### config.mk
export PLATFORM = sky130hd
export DESIGN_NAME = matrix_multiply
export DESIGN_NICKNAME = d
export VERILOG_FILES = /design/src/rtl/matmul_pkg.sv /design/src/rtl/matmul_mac.sv /design/src/rtl/matrix_multiply.sv
export VERILOG_INCLUDE_DIRS = /design/src /design/src/rtl
export SDC_FILE = /design/constraint.sdc
export NUM_CORES = 2
export LEC_CHECK = 0
export BUFFER_PORTS_ARGS = -buffer_cell sky130_fd_sc_hd__buf_2
export CORE_UTILIZATION = 50
export DETAILED_ROUTE_END_ITERATION = 10
export PLACE_DENSITY = 0.8
export SETUP_SLACK_MARGIN = 0.3
export SLEW_MARGIN = 0
export SYNTH_ARGS = -nofsm -noshare
export SYNTH_HDL_FRONTEND = slang
export SYNTH_SLANG_ARGS = --single-unit
### constraint.sdc
create_clock -name clk_i -period 5.75 [get_ports clk_i]
set_input_delay 1.15 -clock clk_i [delete_from_list [all_inputs] [get_ports clk_i]]
set_output_delay 1.15 -clock clk_i [all_outputs]
set_load 0.02 [all_outputs]
### src/rtl/matrix_multiply_defines.svh
// Assertion macros used by the matrix multiply top level.
`ifndef MATRIX_MULTIPLY_DEFINES_SVH
`define MATRIX_MULTIPLY_DEFINES_SVH

// Same-cycle implication, sampled on clk_i and switched off during reset.
`define MM_ASSERT_IMP(lbl, ante, cons, msg) \
  lbl: assert property (@(posedge clk_i) disable iff (!rst_ni) (ante) |-> (cons)) \
    else $error(msg);

// Next-cycle implication, sampled on clk_i and switched off during reset.
`define MM_ASSERT_NEXT(lbl, ante, cons, msg) \
  lbl: assert property (@(posedge clk_i) disable iff (!rst_ni) (ante) |=> (cons)) \
    else $error(msg);

`endif

### src/rtl/matmul_pkg.sv
// Types, codes and constants of the matrix multiply block.
`default_nettype none

package matmul_pkg;

  // Default sizes of the element stores and of one element.
  localparam int MAX_DIM_DEF    = 8;
  localparam int ELEM_WIDTH_DEF = 16;

  // Fixed widths of the word fields.
  localparam int OP_W    = 2;
  localparam int ROW_W   = 3;
  localparam int COL_W   = 3;
  localparam int VALUE_W = 16;
  localparam int PROD_W  = 32;

  // Configuration port.
  localparam int CFG_IDX_W  = 2;
  localparam int CFG_DATA_W = 4;
  localparam logic [CFG_DATA_W-1:0] CFG_RESET = CFG_DATA_W'(3);

  localparam logic [CFG_IDX_W-1:0] REG_ROWS_A    = CFG_IDX_W'(0);
  localparam logic [CFG_IDX_W-1:0] REG_INNER_DIM = CFG_IDX_W'(1);
  localparam logic [CFG_IDX_W-1:0] REG_COLS_B    = CFG_IDX_W'(2);

  // Operation codes of an input word.
  localparam logic [OP_W-1:0] OP_LOAD_A  = OP_W'(0);
  localparam logic [OP_W-1:0] OP_LOAD_B  = OP_W'(1);
  localparam logic [OP_W-1:0] OP_COMPUTE = OP_W'(2);

  typedef struct packed {
    logic [OP_W-1:0]           operation;
    logic [ROW_W-1:0]          elem_row;
    logic [COL_W-1:0]          elem_col;
    logic signed [VALUE_W-1:0] elem_value;
  } in_word_t;

  typedef struct packed {
    logic signed [PROD_W-1:0] product_value;
    logic [ROW_W-1:0]         out_row;
    logic [COL_W-1:0]         out_col;
    logic                     last;
  } out_word_t;

  // Control that travels alongside one multiply-accumulate step.
  typedef struct packed {
    logic             valid;
    logic             first;
    logic             last_k;
    logic             last;
    logic [ROW_W-1:0] row;
    logic [COL_W-1:0] col;
  } tag_t;

  // Status of the multiply-accumulate datapath towards the sequencer.
  typedef struct packed {
    logic stall;
    logic busy;
  } mac_status_t;

endpackage

`default_nettype wire

### src/rtl/matmul_mac.sv
// Multiply-accumulate datapath with saturation and the result register.
`default_nettype none

module matmul_mac #(
  parameter int MAX_DIM    = matmul_pkg::MAX_DIM_DEF,
  parameter int ELEM_WIDTH = matmul_pkg::ELEM_WIDTH_DEF
) (
  input  wire logic                         clk_i,
  input  wire logic                         rst_ni,
  input  wire matmul_pkg::tag_t             tag_i,
  input  wire logic signed [ELEM_WIDTH-1:0] a_i,
  input  wire logic signed [ELEM_WIDTH-1:0] b_i,
  output matmul_pkg::mac_status_t           status_o,
  output logic                              out_valid_o,
  input  wire logic                         out_ready_i,
  output matmul_pkg::out_word_t             out_data_o
);
  import matmul_pkg::*;

  localparam int MUL_W = 2 * ELEM_WIDTH;
  localparam int ACC_W = MUL_W + $clog2(MAX_DIM) + 1;
  localparam int SAT_W = (ACC_W > 32) ? ACC_W : 33;
  localparam logic signed [SAT_W-1:0] SAT_HI = SAT_W'(64'sh0000_0000_7FFF_FFFF);
  localparam logic signed [SAT_W-1:0] SAT_LO = SAT_W'(-64'sh0000_0000_8000_0000);

  tag_t                    s2_tag_q;
  tag_t                    s3_tag_q;
  logic signed [MUL_W-1:0] prod_q;
  logic signed [MUL_W-1:0] prod_d;
  logic signed [ACC_W-1:0] acc_q;
  logic signed [ACC_W-1:0] acc_d;
  logic signed [SAT_W-1:0] acc_ext;
  logic signed [PROD_W-1:0] sat_value;
  logic                    out_valid_q;
  out_word_t               out_data_q;
  logic                    stall;

  // The whole pipe freezes while a finished result waits to be taken.
  assign stall = out_valid_q & ~out_ready_i;

  // Exact product of one pair of elements.
  assign prod_d = MUL_W'(a_i) * MUL_W'(b_i);

  // Running sum, restarted on the first step of each dot product.
  always_comb begin
    if (s2_tag_q.first) begin
      acc_d = ACC_W'(prod_q);
    end else begin
      acc_d = acc_q + ACC_W'(prod_q);
    end
  end

  // Clip the finished sum into signed Q16.16.
  always_comb begin
    acc_ext = SAT_W'(acc_q);
    if (acc_ext > SAT_HI) begin
      sat_value = PROD_W'(SAT_HI);
    end else if (acc_ext < SAT_LO) begin
      sat_value = PROD_W'(SAT_LO);
    end else begin
      sat_value = PROD_W'(acc_ext);
    end
  end

  // Stage control and the result valid flag.
  always_ff @(posedge clk_i or negedge rst_ni) begin
    if (!rst_ni) begin
      s2_tag_q    <= '0;
      s3_tag_q    <= '0;
      out_valid_q <= 1'b0;
    end else if (!stall) begin
      s2_tag_q    <= tag_i;
      s3_tag_q    <= s2_tag_q;
      out_valid_q <= s3_tag_q.valid & s3_tag_q.last_k;
    end
  end

  // Datapath registers.
  always_ff @(posedge clk_i) begin
    if (!stall) begin
      prod_q <= prod_d;
      if (s2_tag_q.valid) begin
        acc_q <= acc_d;
      end
      if (s3_tag_q.valid && s3_tag_q.last_k) begin
        out_data_q.product_value <= sat_value;
        out_data_q.out_row       <= s3_tag_q.row;
        out_data_q.out_col       <= s3_tag_q.col;
        out_data_q.last          <= s3_tag_q.last;
      end
    end
  end

  assign status_o.stall = stall;
  assign status_o.busy  = s2_tag_q.valid | s3_tag_q.valid;
  assign out_valid_o    = out_valid_q;
  assign out_data_o     = out_data_q;

endmodule

`default_nettype wire

### src/rtl/matrix_multiply.sv
// Matrix multiply: the block holds A and B in two element memories, loads them one element
// per word, and on a compute word streams the product A*B out in row-major order. A load
// word is taken every cycle while no sweep runs or drains. A compute word holds off further
// input until its rows_a*inner_dim*cols_b steps are issued and drained; the single read
// port of each memory and the one multiplier give one multiply-accumulate step per cycle
// while the output is not stalled, and one result per dot product. A size of 0 counts as 1, and
// a size above MAX_DIM counts as MAX_DIM. Loads outside the store and unknown operations
// are dropped. The memories are not cleared: only elements that were loaded may be used.
`default_nettype none

module matrix_multiply #(
  parameter int MAX_DIM    = matmul_pkg::MAX_DIM_DEF,
  parameter int ELEM_WIDTH = matmul_pkg::ELEM_WIDTH_DEF
) (
  input  wire logic                              clk_i,
  input  wire logic                              rst_ni,
  input  wire logic                              cfg_valid_i,
  output logic                                   cfg_ready_o,
  input  wire logic [matmul_pkg::CFG_IDX_W-1:0]  cfg_index_i,
  input  wire logic [matmul_pkg::CFG_DATA_W-1:0] cfg_data_i,
  input  wire logic                              in_valid_i,
  output logic                                   in_ready_o,
  input  wire matmul_pkg::in_word_t              in_data_i,
  output logic                                   out_valid_o,
  input  wire logic                              out_ready_i,
  output matmul_pkg::out_word_t                  out_data_o
);
  import matmul_pkg::*;

  `include "matrix_multiply_defines.svh"

  localparam int DEPTH = MAX_DIM * MAX_DIM;
  localparam int IDX_W = $clog2(DEPTH);
  localparam int CNT_W = $clog2(MAX_DIM);
  localparam int DIM_W = $clog2(MAX_DIM + 1);

  logic [CFG_DATA_W-1:0] rows_a_q;
  logic [CFG_DATA_W-1:0] inner_dim_q;
  logic [CFG_DATA_W-1:0] cols_b_q;

  logic signed [ELEM_WIDTH-1:0] mem_a [DEPTH];
  logic signed [ELEM_WIDTH-1:0] mem_b [DEPTH];
  logic signed [ELEM_WIDTH-1:0] rd_a_q;
  logic signed [ELEM_WIDTH-1:0] rd_b_q;
  logic signed [ELEM_WIDTH-1:0] wr_value;

  logic             in_accept;
  logic             busy;
  logic [31:0]      wr_full;
  logic [IDX_W-1:0] wr_idx;
  logic             wr_in_range;
  logic [31:0]      rd_a_full;
  logic [31:0]      rd_b_full;
  logic [IDX_W-1:0] rd_a_idx;
  logic [IDX_W-1:0] rd_b_idx;

  logic             active_q;
  logic [CNT_W-1:0] i_q;
  logic [CNT_W-1:0] j_q;
  logic [CNT_W-1:0] k_q;
  logic [DIM_W-1:0] m_q;
  logic [DIM_W-1:0] p_q;
  logic [DIM_W-1:0] n_q;
  logic             k_end;
  logic             j_end;
  logic             i_end;
  tag_t             issue_tag;
  tag_t             s1_tag_q;
  mac_status_t      mac_status;
  logic             advance;

  // Size register as used by a sweep: 0 counts as 1, large values as MAX_DIM.
  function automatic logic [DIM_W-1:0] clamp_dim(input logic [CFG_DATA_W-1:0] v);
    logic [DIM_W-1:0] r;
    if (v == '0) begin
      r = DIM_W'(1);
    end else if (32'(v) > 32'(MAX_DIM)) begin
      r = DIM_W'(MAX_DIM);
    end else begin
      r = DIM_W'(v);
    end
    return r;
  endfunction

  // Configuration registers; the port never pushes back.
  assign cfg_ready_o = 1'b1;

  always_ff @(posedge clk_i or negedge rst_ni) begin
    if (!rst_ni) begin
      rows_a_q    <= CFG_RESET;
      inner_dim_q <= CFG_RESET;
      cols_b_q    <= CFG_RESET;
    end else if (cfg_valid_i && cfg_ready_o) begin
      case (cfg_index_i)
        REG_ROWS_A:    rows_a_q    <= cfg_data_i;
        REG_INNER_DIM: inner_dim_q <= cfg_data_i;
        REG_COLS_B:    cols_b_q    <= cfg_data_i;
        default: ;
      endcase
    end
  end

  // Input words are taken whenever no sweep is running or draining.
  assign busy       = active_q | s1_tag_q.valid | mac_status.busy;
  assign in_ready_o = ~busy;
  assign in_accept  = in_valid_i & in_ready_o;

  // Element load address and value.
  assign wr_full     = 32'(in_data_i.elem_row) * 32'(MAX_DIM) + 32'(in_data_i.elem_col);
  assign wr_idx      = wr_full[IDX_W-1:0];
  assign wr_in_range = (32'(in_data_i.elem_row) < 32'(MAX_DIM)) &&
                       (32'(in_data_i.elem_col) < 32'(MAX_DIM));
  assign wr_value    = ELEM_WIDTH'(in_data_i.elem_value);

  // Sweep position: k runs fastest, then the column j, then the row i.
  assign k_end = (DIM_W'(k_q) == p_q - DIM_W'(1));
  assign j_end = (DIM_W'(j_q) == n_q - DIM_W'(1));
  assign i_end = (DIM_W'(i_q) == m_q - DIM_W'(1));

  assign advance = active_q & ~mac_status.stall;

  always_ff @(posedge clk_i or negedge rst_ni) begin
    if (!rst_ni) begin
      active_q <= 1'b0;
      i_q      <= '0;
      j_q      <= '0;
      k_q      <= '0;
    end else if (in_accept && (in_data_i.operation == OP_COMPUTE)) begin
      active_q <= 1'b1;
      i_q      <= '0;
      j_q      <= '0;
      k_q      <= '0;
    end else if (advance) begin
      if (!k_end) begin
        k_q <= k_q + CNT_W'(1);
      end else begin
        k_q <= '0;
        if (!j_end) begin
          j_q <= j_q + CNT_W'(1);
        end else begin
          j_q <= '0;
          if (!i_end) begin
            i_q <= i_q + CNT_W'(1);
          end else begin
            active_q <= 1'b0;
          end
        end
      end
    end
  end

  // Sizes are fixed for the length of a sweep.
  always_ff @(posedge clk_i) begin
    if (in_accept && (in_data_i.operation == OP_COMPUTE)) begin
      m_q <= clamp_dim(rows_a_q);
      p_q <= clamp_dim(inner_dim_q);
      n_q <= clamp_dim(cols_b_q);
    end
  end

  // Read addresses: A[i][k] and B[k][j].
  assign rd_a_full = 32'(i_q) * 32'(MAX_DIM) + 32'(k_q);
  assign rd_b_full = 32'(k_q) * 32'(MAX_DIM) + 32'(j_q);
  assign rd_a_idx  = rd_a_full[IDX_W-1:0];
  assign rd_b_idx  = rd_b_full[IDX_W-1:0];

  // Element memories: one write port for loads, one registered read port for the sweep.
  // A stalled read keeps its data, so the memory output lines up with the held stage.
  always_ff @(posedge clk_i) begin
    if (in_accept && wr_in_range && (in_data_i.operation == OP_LOAD_A)) begin
      mem_a[wr_idx] <= wr_value;
    end
    if (!mac_status.stall) begin
      rd_a_q <= mem_a[rd_a_idx];
    end
  end

  always_ff @(posedge clk_i) begin
    if (in_accept && wr_in_range && (in_data_i.operation == OP_LOAD_B)) begin
      mem_b[wr_idx] <= wr_value;
    end
    if (!mac_status.stall) begin
      rd_b_q <= mem_b[rd_b_idx];
    end
  end

  // Control that follows the read data into the datapath.
  always_comb begin
    issue_tag.valid  = active_q;
    issue_tag.first  = (k_q == '0);
    issue_tag.last_k = k_end;
    issue_tag.last   = k_end & j_end & i_end;
    issue_tag.row    = ROW_W'(i_q);
    issue_tag.col    = COL_W'(j_q);
  end

  always_ff @(posedge clk_i or negedge rst_ni) begin
    if (!rst_ni) begin
      s1_tag_q <= '0;
    end else if (!mac_status.stall) begin
      s1_tag_q <= issue_tag;
    end
  end

  matmul_mac #(
    .MAX_DIM    (MAX_DIM),
    .ELEM_WIDTH (ELEM_WIDTH)
  ) u_mac (
    .clk_i       (clk_i),
    .rst_ni      (rst_ni),
    .tag_i       (s1_tag_q),
    .a_i         (rd_a_q),
    .b_i         (rd_b_q),
    .status_o    (mac_status),
    .out_valid_o (out_valid_o),
    .out_ready_i (out_ready_i),
    .out_data_o  (out_data_o)
  );

  // Checks on the sweep sequencer.
  `MM_ASSERT_NEXT(a_compute_starts, in_accept && (in_data_i.operation == OP_COMPUTE), active_q, "compute word did not start a sweep")
  `MM_ASSERT_IMP(a_last_ends_sweep, s1_tag_q.valid && s1_tag_q.last, !active_q, "sweep still running after its final step")
  `MM_ASSERT_NEXT(a_stall_holds, active_q && mac_status.stall, active_q && $stable(i_q) && $stable(j_q) && $stable(k_q), "sweep moved while stalled")

endmodule

`default_nettype wire
After elaboration in Yosys (flattened, before gate mapping)
Memory sizes are Yosys's and may differ from the RTL's. A register that Yosys moved wholly into a read port is not among the register bits.
Index checks and enable logic that the tools add are counted.
{ "op_classes": {"n_addsub": 10, "n_mul": 1, "order_cmp": 5, "n_eq_ne": 8, "mux": 26, "n_bitwise": 12, "reduce_logical": 27} }
{ "ops": {"columns": ["operator", "count"], "rows": [
  ["36-bit by 32-bit adder with 36-bit output", 1],
  ["36-bit by 32-bit > comparator with 1-bit output, second input constant", 1],
  ["36-bit by 32-bit < comparator with 1-bit output, second input constant", 1],
  ["3-bit two-way mux", 12],
  ["36-bit two-way mux", 1],
  ["16-bit by 16-bit multiplier with 32-bit output", 1],
  ["32-bit two-way mux", 1],
  ["6-bit by 3-bit adder with 6-bit output", 3],
  ["3-bit by 4-bit == test with 1-bit output", 3],
  ["4-bit > comparator, second input constant", 3],
  ["4-bit logical NOT", 3],
  ["4-bit two-way mux", 3],
  ["2-bit AND reduction", 6],
  ["4-bit by 1-bit subtractor with 4-bit output, second input constant", 3],
  ["3-bit by 1-bit adder with 3-bit output, second input constant", 3],
  ["1-bit two-way mux", 9],
  ["4-bit AND reduction", 2],
  ["2-bit nonzero test", 4],
  ["1-bit AND", 6],
  ["2-bit OR reduction", 3],
  ["2-bit by 1-bit == test with 1-bit output, second input constant", 2],
  ["2-bit == test, second input constant", 2],
  ["1-bit logical AND", 4],
  ["2-bit logical NOT", 2],
  ["other kinds (5)", 10]
]} }
{ "totals": {"regBits": 171, "mem_bits_rw": 2048, "input_bits": 35, "output_inout_bits": 42, "word_cells": 128, "memories": 2} }
{ "mem_list": {"columns": ["memory", "words", "word_bits", "read_ports", "rd_clocked_by_memory_dff", "write_ports", "line_no", "source"], "rows": [
  ["mem_a", 64, 16, 1, 1, 1, "matrix_multiply.sv:41", "logic signed [ELEM_WIDTH-1:0] mem_a [DEPTH];"],
  ["mem_b", 64, 16, 1, 1, 1, "matrix_multiply.sv:42", "logic signed [ELEM_WIDTH-1:0] mem_b [DEPTH];"]
]} }

Longest topological paths before layout
{ "logic_depth": {"ltp_word": 7, "ltp_mapped": 25, "depth_no_buf": 24} }

Cells and area by module
Synthesis repeated with hierarchy kept, for this count alone.
{ "hier_totals": {"hier_cells": 5459, "hier_area_um2": 98032.8} }
{ "modules_own_cells": {"columns": ["module", "instances", "cells_per_inst", "area_each_um2", "seq_area_each_um2"], "rows": [
  ["matrix_multiply", 1, 3787, 81677.1, 63628.5],
  ["matmul_mac", 1, 1672, 16355.7, 3713.6]
]} }

Worst setup path before layout
No wires, ideal clock.
{ "synth_path": {"path_type": "register to register", "startpoint": "register rd_a_q[15] (read register of mem_a)", "endpoint": "register u_mac.prod_q[31], data pin", "setup_time_ns": 0.260, "arrival_ns": 5.906, "t_required_ns": 5.490, "setup_slack_ns": -0.416, "path_stages_with_launch": 22, "path_buffers": 1, "synth_period_minus_slack_ns": 6.166, "cell_sequence": "edfxtp_1 -> clkbuf_1 -> nand2_1 -> inv_1 -> fa_1 -> fa_1 -> fa_1 -> fa_1 -> fa_1 -> inv_1 -> fa_1 -> inv_1 -> ha_1 -> a21o_1 -> a21o_1 -> a21oi_1 -> o21ai_0 -> a31oi_1 -> a21oi_1 -> a2111o_1 -> a21oi_1 -> xnor2_1"} }
{ "synth_between": {"elab_chain_len": 1} }
{ "synth_rtl": {"columns": ["item", "line_no", "source"], "rows": [
  ["start, declared", "matrix_multiply.sv:43", "logic signed [ELEM_WIDTH-1:0] rd_a_q;"],
  ["16-bit by 16-bit multiplier with 32-bit output", "matmul_mac.sv:42", "assign prod_d = MUL_W'(a_i) * MUL_W'(b_i);"],
  ["net u_mac.prod_d[31]", "matmul_mac.sv:29", "logic signed [MUL_W-1:0] prod_d;"],
  ["end signal, assigned", "matmul_mac.sv:81", "prod_q <= prod_d;"],
  ["end, declared", "matmul_mac.sv:28", "logic signed [MUL_W-1:0] prod_q;"]
]} }
The timed path passes the listed nets, and every way through them passes these cells.
A chain may end at the register's enable or synchronous reset.

Final worst setup path
{ "layout_path": {"startpoint": "register rd_b_q[5] (read register of mem_b)", "endpoint": "register u_mac.prod_q[31], data pin"} }
{ "layout_between": {"elab_chain_len": 1} }
{ "layout_rtl": {"columns": ["item", "line_no", "source"], "rows": [
  ["start, declared", "matrix_multiply.sv:44", "logic signed [ELEM_WIDTH-1:0] rd_b_q;"],
  ["16-bit by 16-bit multiplier with 32-bit output", "matmul_mac.sv:42", null],
  ["net u_mac.prod_d[31]", "matmul_mac.sv:29", null]
]} }
The timed path passes the listed nets, and every way through them passes these cells.

==> impl_results.md <==
* Status: complete, but fails checks
* Failing checks: setup timing
* CTS tree: yes
* Crit path cell chain: buf_6 -> buf_6 -> and2_4 -> fa_1 -> inv_2 -> fa_2 -> fa_1 -> inv_2 -> fa_2 -> fa_1 -> inv_1 -> fa_1 -> inv_2 -> ha_4 -> nand2_4 -> or4b_4 -> o211a_1 -> or3b_4 -> a21oi_2 -> a2111o_1 -> a21oi_2 -> xnor2_1
* DRT Pass-1 Iters at 6
* Gr ovfl total at 0
* Number of port buffers at between 70 and 80
* Unique masters post-synth at a little under 70
* Drt drc at 0
* Clk slew on worst S/H paths at 70 ps
* Critical Path AT at around 6800 ps
* CP most frequent cell: fa_1
* Post-synth top area cell: edfxtp_1
* Largest net degree at the start of global routing at 98
* Setup Skew at 63.03 ps
* Die Area at a little under 200000 µm²
* Detailed router's first-iteration violation count at roughly 7400
* Count leader, synth: edfxtp_1
* Setup total negative slack at -3628 ps
* Worst-margin pin slew at ~1200 ps
* Die Ht at 443.3 µm
* Commonest cells post-synth: 2199 x edfxtp_1, 672 x mux4_2, 332 x inv_1
* Netlist Area Pre-Place at 97360 µm²
* Rows at roughly 160
* Via/cell ratio at 6.364
* Mapped Cells at 4920
* Total wire length at 258600 µm
* Global Route Usage Sum at 26.37%
* Worst min path class: input port to asynchronous set/reset pin
* Worst setup path class: flop to flop
* Via count at a little over 50000
* Initial antenna violation count at 27
* Slew Viols, Final at 0
* Routed WL per cell at 32.10 µm
* Worst skew pair latency at 890 ps
* Antenna viol nets, final at 0
* Yosys reg bits at 2251
* Fmax at 162.4 MHz
* Unrepaired setup endpoints after global routing: yes
* CTS Buf Count at ~210
* Crit end category: flop
* Final setup violation count at 14
* Final Cycle Share at 107.1%
* Starting density of the core at 50.45%
* CP max-delay cell: fa_1
* CTS Buffer Depth at 3
* First-pass GRT wire length at 373600 µm
* Clk sinks at 2251
* CP delay by family, top: adder cells
* CP peak stage delay at 560 ps
* Post-Layout Cell Count at ~8100
* Mean post-synth cell area at 19.79 µm²
* Critical path buffers and inverters at 6
* Ports at 77
* Core ar. at 193000 µm²
* H-tree Lvls at 4
* Final worst slack at -408.2 ps
* Place WS at -479.8 ps
* Register area share after synthesis at 69.17%
* Crit path launch type: flop
* Net Count, Synth at about 5300
* Max Cap Violations at 0
* Number of synthesized flops with an enable pin at about 2200
* Top cell type's share of synthesized area at 67.82%
* GPL Wtd Cong at 0.8790
* Critical Path RT at ~6400 ps
* DIE WIDTH at 443.3 µm
* Relative slew slack at 17.36%
* Final HPWL DP at 143300 µm
* Hold_buf cts at 0
* CP Max Fanout at 4
* Predominant post-synthesis flop cell: edfxtp_1
* P&R area growth vs syn at 13.45%
* CTS Root Cell: clkbuf_16
* Post-synth ARST share at 2.310%
* Post-Place Cells at 7630
* Crit path time final at 6158 ps
* Fin. Hold Viols at 0
* Hold Slack at around 450 ps
* Number of global-route vias before repair at 52960
* Synth top area cells: edfxtp_1 68%, mux4_2 16%, fa_1 5.4%
* Synth Warn # at 0
* Final net count at 5763
* Layout cells sized above 1 at 28.03%
## through the flow
stage	utilization, %	area [µm²]
after floorplan	-	97560
after global placement	53.29	102800
after detailed placement	53.29	102800
after CTS	57.07	110100
after global routing	57.22	110400
final	57.24	110500
## final timing paths
kind                                         from             endpoint  slack [ps]  depth (start not counted)
worst max register to register          rd_b_q[5]     u_mac.prod_q[31]        -410                         22
worst min register to register  u_mac.s3_tag_q[0]  u_mac.out_data_o[1]         450                          0
min in group clk_i              u_mac.s3_tag_q[0]  u_mac.out_data_o[1]         450                          0
max in group asynchronous                  rst_ni               j_q[2]        4700                          2
worst min-delay path                       rst_ni          rows_a_q[2]         450                          2
worst max-delay path                    rd_b_q[5]     u_mac.prod_q[31]        -410                         22
## cell type report
type / instances / area [µm²]
well taps: 2526 / 3161
multi-input cells: 2111 / 28180
flip-flops and latches: 2251 / 67370
diodes: 20 / 50.05
inverters: 333 / 1252
clock buffers: 248 / 5419
clock inverters: 130 / 1573
repair buffers: 436 / 3456
fillers: 13120 / 82520
## repair_timing
action,CTS,global route
gates resized for setup,57,45
pin swaps,38,41
setup endpoints to repair,18,19
buffers inserted,11,16
## placed cells by master, fill, tap and decap left out, types with 40 or more instances in the layout
master	n
nor2_1	190
a21oi_1	50
nand2_1	277
fa_1	246
mux4_2	672
clkinv_1	40
clkbuf_16	211
o21ai_0	51
and2_1	115
ha_1	108
edfxtp_1	2199
xnor2_1	45
inv_1	314
buf_4	331
buf_2	59
## routing by layer
layer  global-route usage (%)  vias to the layer above  routed length, µm
met2                    43.26                     3913             127500
li1                         -                    20110                  -
met3                    6.252                      747              30250
met1                    33.64                    26460              87810
met4                    11.66                       24              12860
met5                        0                        -                186
## flip-flops by register name, summed over array words and instances, names as in the netlist
register	cells
s1_tag_q	10
u_mac.out_valid_o	1
cols_b_q	4
j_q	3
u_mac.acc_ext	36
rows_a_q	4
inner_dim_q	4
p_q	4
i_q	3
rd_b_q	16
rd_a_q	16
k_q	3
mem_a	1024
u_mac.out_data_o	39
m_q	4
u_mac.s2_tag_q	10
n_q	4
u_mac.prod_q	32
u_mac.s3_tag_q	9
mem_b	1024
active_q	1
## cells by family (layout without fill, tap and decap cells)
logic type | count (synthesis) | count (layout) | share of synthesized area [%]
AO/OA/AOI/OAI | 241 | 241 | 1.627
AND/OR/NAND/NOR | 712 | 712 | 3.377
flip-flops | 2251 | 2251 | 69.17
buffers and inverters | 558 | 1147 | 2.352
other | 1 | 21 | 0.003852
multiplexers | 692 | 692 | 15.77
XOR/XNOR | 78 | 78 | 0.7017
adder cells (fa/ha/maj) | 387 | 387 | 7.001
Power is left out: the tool's default activity adds up to more than one toggle a clock period on the data nets, which glitch-free logic cannot reach.
